[src/rtl/rqr_pkg.sv]
`default_nettype none
package rqr_pkg;

  localparam int SLOT_COUNT = 64;
  localparam int SLOT_W     = $clog2(SLOT_COUNT);
  localparam int CNT_W      = $clog2(SLOT_COUNT + 1);

  // Action codes
  localparam logic [1:0] ACT_APPEND = 2'd0;
  localparam logic [1:0] ACT_POP    = 2'd1;
  localparam logic [1:0] ACT_REMOVE = 2'd2;

  // Status codes
  localparam logic [1:0] ST_OK      = 2'd0;
  localparam logic [1:0] ST_EMPTY   = 2'd1;
  localparam logic [1:0] ST_ABSENT  = 2'd2;
  localparam logic [1:0] ST_QUEUED  = 2'd3;

  // Broadcast control from the top level to every cell
  typedef struct packed {
    logic              shift;   // pop: every cell takes its right neighbor
    logic              append;  // first empty cell loads the key
    logic              remove;  // cell holding the key drops it
    logic [SLOT_W-1:0] key;
  } cell_ctl_t;

endpackage
`default_nettype wire

[src/rtl/rqr_cell.sv]
`default_nettype none
module rqr_cell (
  input  wire logic                      clk,
  input  wire logic                      rst,
  input  wire rqr_pkg::cell_ctl_t        ctl,
  input  wire logic                      left_valid,
  input  wire logic                      right_valid,
  input  wire logic [rqr_pkg::SLOT_W-1:0] right_slot,
  output logic                           valid,
  output logic [rqr_pkg::SLOT_W-1:0]     slot
);
  import rqr_pkg::*;

  logic              valid_next;
  logic [SLOT_W-1:0] slot_next;

  // Pick the next content of this cell from the broadcast operation or the compaction rule
  always_comb begin
    valid_next = valid;
    slot_next  = slot;
    priority if (ctl.shift) begin
      valid_next = right_valid;
      slot_next  = right_slot;
    end else if (ctl.append) begin
      if (!valid && left_valid) begin
        valid_next = 1'b1;
        slot_next  = ctl.key;
      end
    end else if (ctl.remove) begin
      if (valid && slot == ctl.key) begin
        valid_next = 1'b0;
      end
    end else begin
      // Close a hole: pull the right neighbor down, or give this entry away
      if (!valid && right_valid) begin
        valid_next = 1'b1;
        slot_next  = right_slot;
      end else if (valid && !left_valid) begin
        valid_next = 1'b0;
      end
    end
  end

  always_ff @(posedge clk) begin
    if (rst) begin
      valid <= 1'b0;
    end else begin
      valid <= valid_next;
    end
    slot <= slot_next;
  end

endmodule
`default_nettype wire

[src/rtl/ready_queue_with_removal.sv]
`default_nettype none
// Ready queue of process slots held as a row of cells in queue order, head in
// cell zero. Each beat appends a slot at the tail, pops the head or removes a
// given slot, and answers with one result beat: popped slot, status and the
// count after the operation. The result of an accepted beat is registered
// and presented in the next cycle. Append and pop leave no hole, so those
// beats can go in back to back while no result waits downstream. A remove
// leaves a hole that walks toward the tail by one cell per cycle; the next
// beat is held off until the row is packed again. The single result
// register holds the input off for as long as a result waits downstream.
module ready_queue_with_removal (
  input  wire logic                      clk,
  input  wire logic                      rst,
  input  wire logic                      in_valid,
  output logic                           in_stall,
  input  wire logic [1:0]                action,
  input  wire logic [rqr_pkg::SLOT_W-1:0] process_slot,
  output logic                           out_valid,
  input  wire logic                      out_stall,
  output logic [rqr_pkg::SLOT_W-1:0]     popped_slot,
  output logic [1:0]                     status,
  output logic [rqr_pkg::CNT_W-1:0]      queue_count
);
  import rqr_pkg::*;

  logic [SLOT_COUNT-1:0] cell_valid;
  logic [SLOT_W-1:0]     cell_slot [SLOT_COUNT];
  logic [SLOT_COUNT-1:0] queued_mark;
  logic [SLOT_COUNT-1:0] queued_mark_next;
  logic [CNT_W-1:0]      entry_count;
  logic [CNT_W-1:0]      entry_count_next;
  logic                  out_valid_next;
  cell_ctl_t             ctl;
  logic                  busy;
  logic                  accept;
  logic [SLOT_W-1:0]     res_popped;
  logic [1:0]            res_status;

  // Hold input while a hole is still being closed or the result is stalled
  assign busy     = |(~cell_valid[SLOT_COUNT-2:0] & cell_valid[SLOT_COUNT-1:1]);
  assign in_stall = busy | (out_valid & out_stall);
  assign accept   = in_valid & ~in_stall;

  // Decode the beat into cell control, membership and count updates
  always_comb begin
    ctl              = '0;
    ctl.key          = process_slot;
    res_popped       = '0;
    res_status       = ST_OK;
    queued_mark_next = queued_mark;
    entry_count_next = entry_count;
    unique case (action)
      ACT_APPEND: begin
        if (queued_mark[process_slot]) begin
          res_status = ST_QUEUED;
        end else begin
          ctl.append                     = accept;
          queued_mark_next[process_slot] = 1'b1;
          entry_count_next               = entry_count + 1'b1;
        end
      end
      ACT_POP: begin
        if (entry_count == '0) begin
          res_status = ST_EMPTY;
        end else begin
          res_popped                     = cell_slot[0];
          ctl.shift                      = accept;
          queued_mark_next[cell_slot[0]] = 1'b0;
          entry_count_next               = entry_count - 1'b1;
        end
      end
      ACT_REMOVE: begin
        if (!queued_mark[process_slot]) begin
          res_status = ST_ABSENT;
        end else begin
          ctl.remove                     = accept;
          queued_mark_next[process_slot] = 1'b0;
          entry_count_next               = entry_count - 1'b1;
        end
      end
      default: begin
        res_status = ST_OK;
      end
    endcase
  end

  // Build the row of cells, head at index zero
  for (genvar i = 0; i < SLOT_COUNT; i++) begin : g_cell
    logic              lv;
    logic              rv;
    logic [SLOT_W-1:0] rs;
    if (i == 0) begin : g_first
      assign lv = 1'b1;
    end else begin : g_inner_l
      assign lv = cell_valid[i-1];
    end
    if (i == SLOT_COUNT - 1) begin : g_last
      assign rv = 1'b0;
      assign rs = '0;
    end else begin : g_inner_r
      assign rv = cell_valid[i+1];
      assign rs = cell_slot[i+1];
    end
    rqr_cell u_cell (
      .clk         (clk),
      .rst         (rst),
      .ctl         (ctl),
      .left_valid  (lv),
      .right_valid (rv),
      .right_slot  (rs),
      .valid       (cell_valid[i]),
      .slot        (cell_slot[i])
    );
  end

  assign out_valid_next = accept | (out_valid & out_stall);

  // Commit state and register the result beat
  always_ff @(posedge clk) begin
    if (rst) begin
      queued_mark <= '0;
      entry_count <= '0;
      out_valid   <= 1'b0;
    end else begin
      out_valid <= out_valid_next;
      if (accept) begin
        queued_mark <= queued_mark_next;
        entry_count <= entry_count_next;
      end
    end
    if (accept) begin
      popped_slot <= res_popped;
      status      <= res_status;
      queue_count <= entry_count_next;
    end
  end

endmodule
`default_nettype wire
[config.mk]
export PLATFORM = sky130hd
export DESIGN_NAME = ready_queue_with_removal
export DESIGN_NICKNAME = d
export VERILOG_FILES = /design/src/rtl/rqr_pkg.sv /design/src/rtl/rqr_cell.sv /design/src/rtl/ready_queue_with_removal.sv
export SDC_FILE = /design/constraint.sdc
export NUM_CORES = 2
export LEC_CHECK = 0
export BUFFER_PORTS_ARGS = -buffer_cell sky130_fd_sc_hd__buf_4
export CORE_MARGIN = 2
export CORE_UTILIZATION = 42
export DETAILED_ROUTE_END_ITERATION = 8
export SLEW_MARGIN = 25
export SYNTH_ARGS = -nofsm -noshare
export SYNTH_HDL_FRONTEND = slang
export SYNTH_SLANG_ARGS = --single-unit
[constraint.sdc]
create_clock -name clk -period 4.89 [get_ports clk]
set_clock_uncertainty 0.15 [all_clocks]
set_input_delay 0.489 -clock clk [delete_from_list [all_inputs] [get_ports clk]]
set_output_delay 0.489 -clock clk [all_outputs]
set_load 0.005 [all_outputs]
==> run_results.csv <==
group,metric,value,unit
finish,drive_gt1_share,8.840,%
floorplanning,core,71730,um^2
synthesis,synth_edf_count,393,
worst_setup_path,timing.critical_path.to_type,"register",
worst_setup_path,r2r_slack,500,ps
cts,clockRootBuffer,"clkbuf_16",
synthesis,async_flop_share,0,%
finish,nets,3259,
cts,cts_setup_buffers,0,
route,routed_wl,95.70,mm
pwr,combPwrFrac,37.1,%
cts,cts_hold_buf,0,
pwr,p_sw_share,39.05,%
grt,grt_pass1_wl,147.3,mm
worst_setup_path,required,5190,ps
grt,antenna_found_initial,0,
grt,grt_max_degree,83,
timing,worst_slew_pin_slew,1073,ps
worst_setup_path,critPathMaxFanout,63,
cts,h-tree-depth,2,
grt,grt.overflow.total,0,
synthesis,yosys.area.top_type,"edfxtp_1",
floorplanning,fp.dieW,273.6,um
route,drtIter0Drc,2859,
finish,diodes,0,
job,cap_violations,0,
floorplanning,fp.dieH,273.6,um
floorplanning,initial_utilization,42.56,%
placed_design,dp_hpwl,60.43,mm
timing,slew_violations,0,
cts,clk_path_buf_depth,3,
floorplanning,die_area,74860,um^2
floorplanning,rows,98,
pwr,p_clk_share,22.8,%
worst_setup_path,worst_setup_path_start_kind,"register",
worst_setup_path,cp_slowest_stage_delay,700,ps
synthesis,ys.flop_type,"edfxtp_1",
route,routedWlPerCell,22.56,um
timing,max-slew-margin-rel,27.78,%
grt,first_global_vias,24050,
worst_setup_path,cp-startpoint,"g_cell[7].u_cell.valid",
route,ant_nets,0,
status,status,"finished, final reports clean",
worst_setup_path,r2r-start,"g_cell[7].u_cell.valid",
pwr,p_total,20.36,mW
grt,track_usage,25.19,%
synthesis,syn_area_per_cell,9.107,um^2
synthesis,synth_cell_types,90,
pwr,internal-power,12.41,mW
cts,worstSkewPairLatency,650,ps
cts,clock_sinks,535,
synthesis,ys_seq_area_share,47.97,%
cts,cts_tree,"done",
worst_setup_path,crit_slowest_cell,"nor4_4",
timing,fin_crit_sh,89.68,%
cts,cts.clk_slew.worst_paths,60,ps
route,first_pass_iters,8,
placed_design,port_buffers,28,
timing,period_needed,4386,ps
pwr,power.switching,7.953,mW
cts,ctsResizeCount,0,
synthesis,synth_top_area_share,38.66,%
synthesis,ys_seq_elements,535,
finish,final_area,33600,um^2
worst_setup_path,r2r_end,"g_cell[14].u_cell.slot[3]",
worst_setup_path,path_cells,"nor2b_1 -> nor4_1 -> nand4_1 -> nor3_2 -> nand3_2 -> nor4_4 -> buf_12 -> nand2_4 -> nand2_1",
synthesis,syn_nets,3370,
synthesis,synth_warnings,0,
route,num_vias,25120,
pwr,power_density,606.1,nW/um^2
timing,rsz0062_at_grt,"no",
route,drc,0,
worst_setup_path,cp-endpoint,"g_cell[14].u_cell.slot[3]",
placed_design,post_dp_cell_area,31590,um^2
timing,setup_viol,0,
hold_path,min_path_type,"in2reg",
worst_setup_path,reg2regPathDepth,9,
pwr,p_leak,13.32,nW
placed_design,routabilityCongestion,0.9180,
worst_setup_path,critical_path_class,"reg2reg",
timing,max_freq,228.0,MHz
finish,area_delta_synth_final,10.06,%
cts,cts_buffers,59,
synthesis,synth_area,30530,um^2
synthesis,synth_area_leaders,"edfxtp_1 (39%), nand2_1 (11%), dfxtp_1 (9.3%), xnor2_1 (5.9%), xor2_1 (5.1%)",
synthesis,netlist_instances,3352,
pwr,seq_power_share,40.1,%
timing,fin_hold_ws,48.02,ps
timing,hold_violations,0,
worst_setup_path,cp.arrival,4680,ps
floorplanning,io-pin-count,29,
route,viasPerCell,5.923,
timing,tns,0,ps
pwr,vdd_drop_max,440.0,uV
-- worst max-delay path: cells and delay by family, from the launching register on --
family | cells | cell delay (ps)
buffers and inverters | 1 | 260
DFF | 1 | 640
and+or+nand+nor | 8 | 3130
-- registers in the layout, summed over array words and instances (netlist names) --
| signal | count |
|---|---|
| queued_mark | 64 |
| queue_count | 7 |
| g_cell.u_cell.valid | 64 |
| status | 2 |
| g_cell.u_cell.slot | 384 |
| out_valid | 1 |
| popped_slot | 6 |
| entry_count | 7 |
-- cells in the final DEF (no fill, tap or decap), drive strengths merged, types with 34 or more instances in the layout --
master | synthesis | routed
buf | 113 | 127
nor3 | 59 | 59
o21ai | 118 | 118
o22ai | 36 | 36
inv | 44 | 46
nor4 | 63 | 63
nor2 | 145 | 145
dfxtp | 142 | 142
a21oi | 120 | 120
and2 | 39 | 39
a22oi | 74 | 74
clkbuf | 186 | 82
edfxtp | 393 | 393
xor2 | 179 | 179
nand2 | 902 | 902
a31oi | 34 | 34
nand4 | 71 | 71
a211oi | 36 | 36
mux2i | 42 | 42
xnor2 | 206 | 206
-- metrics by stage --
step | setup WS [ps] | util, % | cells
final | 504.5 | 46.84 | 4242
after global routing | 243.1 | 46.84 | 4242
after CTS | 603.0 | 46.82 | 4242
after detailed placement | 365.6 | 44.04 | 4130
after global placement | 356.0 | 44.04 | 4130
after floorplan | 1318 | - | 3352
-- routing by layer --
layer | vias up | wire [um] | global-route usage [%] | part of all wire, %
li1 | 11590 | - | - | -
met1 | 12220 | 42470 | 35.51 | 44
met2 | 1123 | 43150 | 39.39 | 45
met3 | 195 | 7475 | 4.342 | 7.8
met4 | 0 | 2602 | 7.823 | 2.7
met5 | - | 0 | 0 | 0
-- synthesized netlist by cell type, types with 32 or more instances --
| library cell | number |
|---|---|
| dfxtp_1 | 142 |
| xnor2_1 | 206 |
| edfxtp_1 | 393 |
| clkbuf_1 | 186 |
| nor3_1 | 52 |
| a31oi_1 | 33 |
| nor4_1 | 60 |
| nor2b_1 | 32 |
| xor2_1 | 179 |
| o21ai_0 | 100 |
| a22oi_1 | 74 |
| inv_1 | 43 |
| a211oi_1 | 36 |
| a21oi_1 | 118 |
| nor2_1 | 141 |
| nand4_1 | 70 |
| nand2_1 | 900 |
| buf_2 | 60 |
| o22ai_1 | 36 |
| mux2i_1 | 42 |
| buf_1 | 36 |
| and3_1 | 32 |
| and2_1 | 32 |
-- cell type report --
type	instances	area, um^2
clock buffer	82	1654
inverter	45	168.9
fill	6838	38130
timing repair buffer	127	1070
multi-input combinational	2473	14540
tap	950	1189
clock inverter	30	336.6
sequential	535	14640
-- logic make-up after synthesis --
logic type | synth area share (%)
flip-flops | 47.97
AND/OR/NAND/NOR | 21.07
AO/OA/AOI/OAI | 13.53
XOR/XNOR | 11.05
multiplexers | 1.377
buffers and inverters | 4.758
adder cells (fa/ha/maj) | 0.2459
-- power groups by stage --
stage                     clock (mW)  sequential [mW]  combinational, mW
after floorplan                    0             7.75               5.32
after global placement             0             8.22               7.33
after detailed placement           0             8.21               7.43
after CTS                       4.70             8.14               7.46
after global routing            4.87             8.30               8.28
final                           4.65             8.16               7.55
-- worst min-delay path by stage --
stage	startpoint	end	slack (ps)	cells after the start
floorplan	queued_mark[12]	queued_mark[12]	290	2
global placement	queued_mark[9]	queued_mark[9]	300	2
detailed placement	queued_mark[12]	queued_mark[12]	310	2
CTS	out_stall	out_valid	30	3
global route	out_stall	out_valid	60	3
finish	out_stall	out_valid	50	3
(Power assumes the default switching activity.)
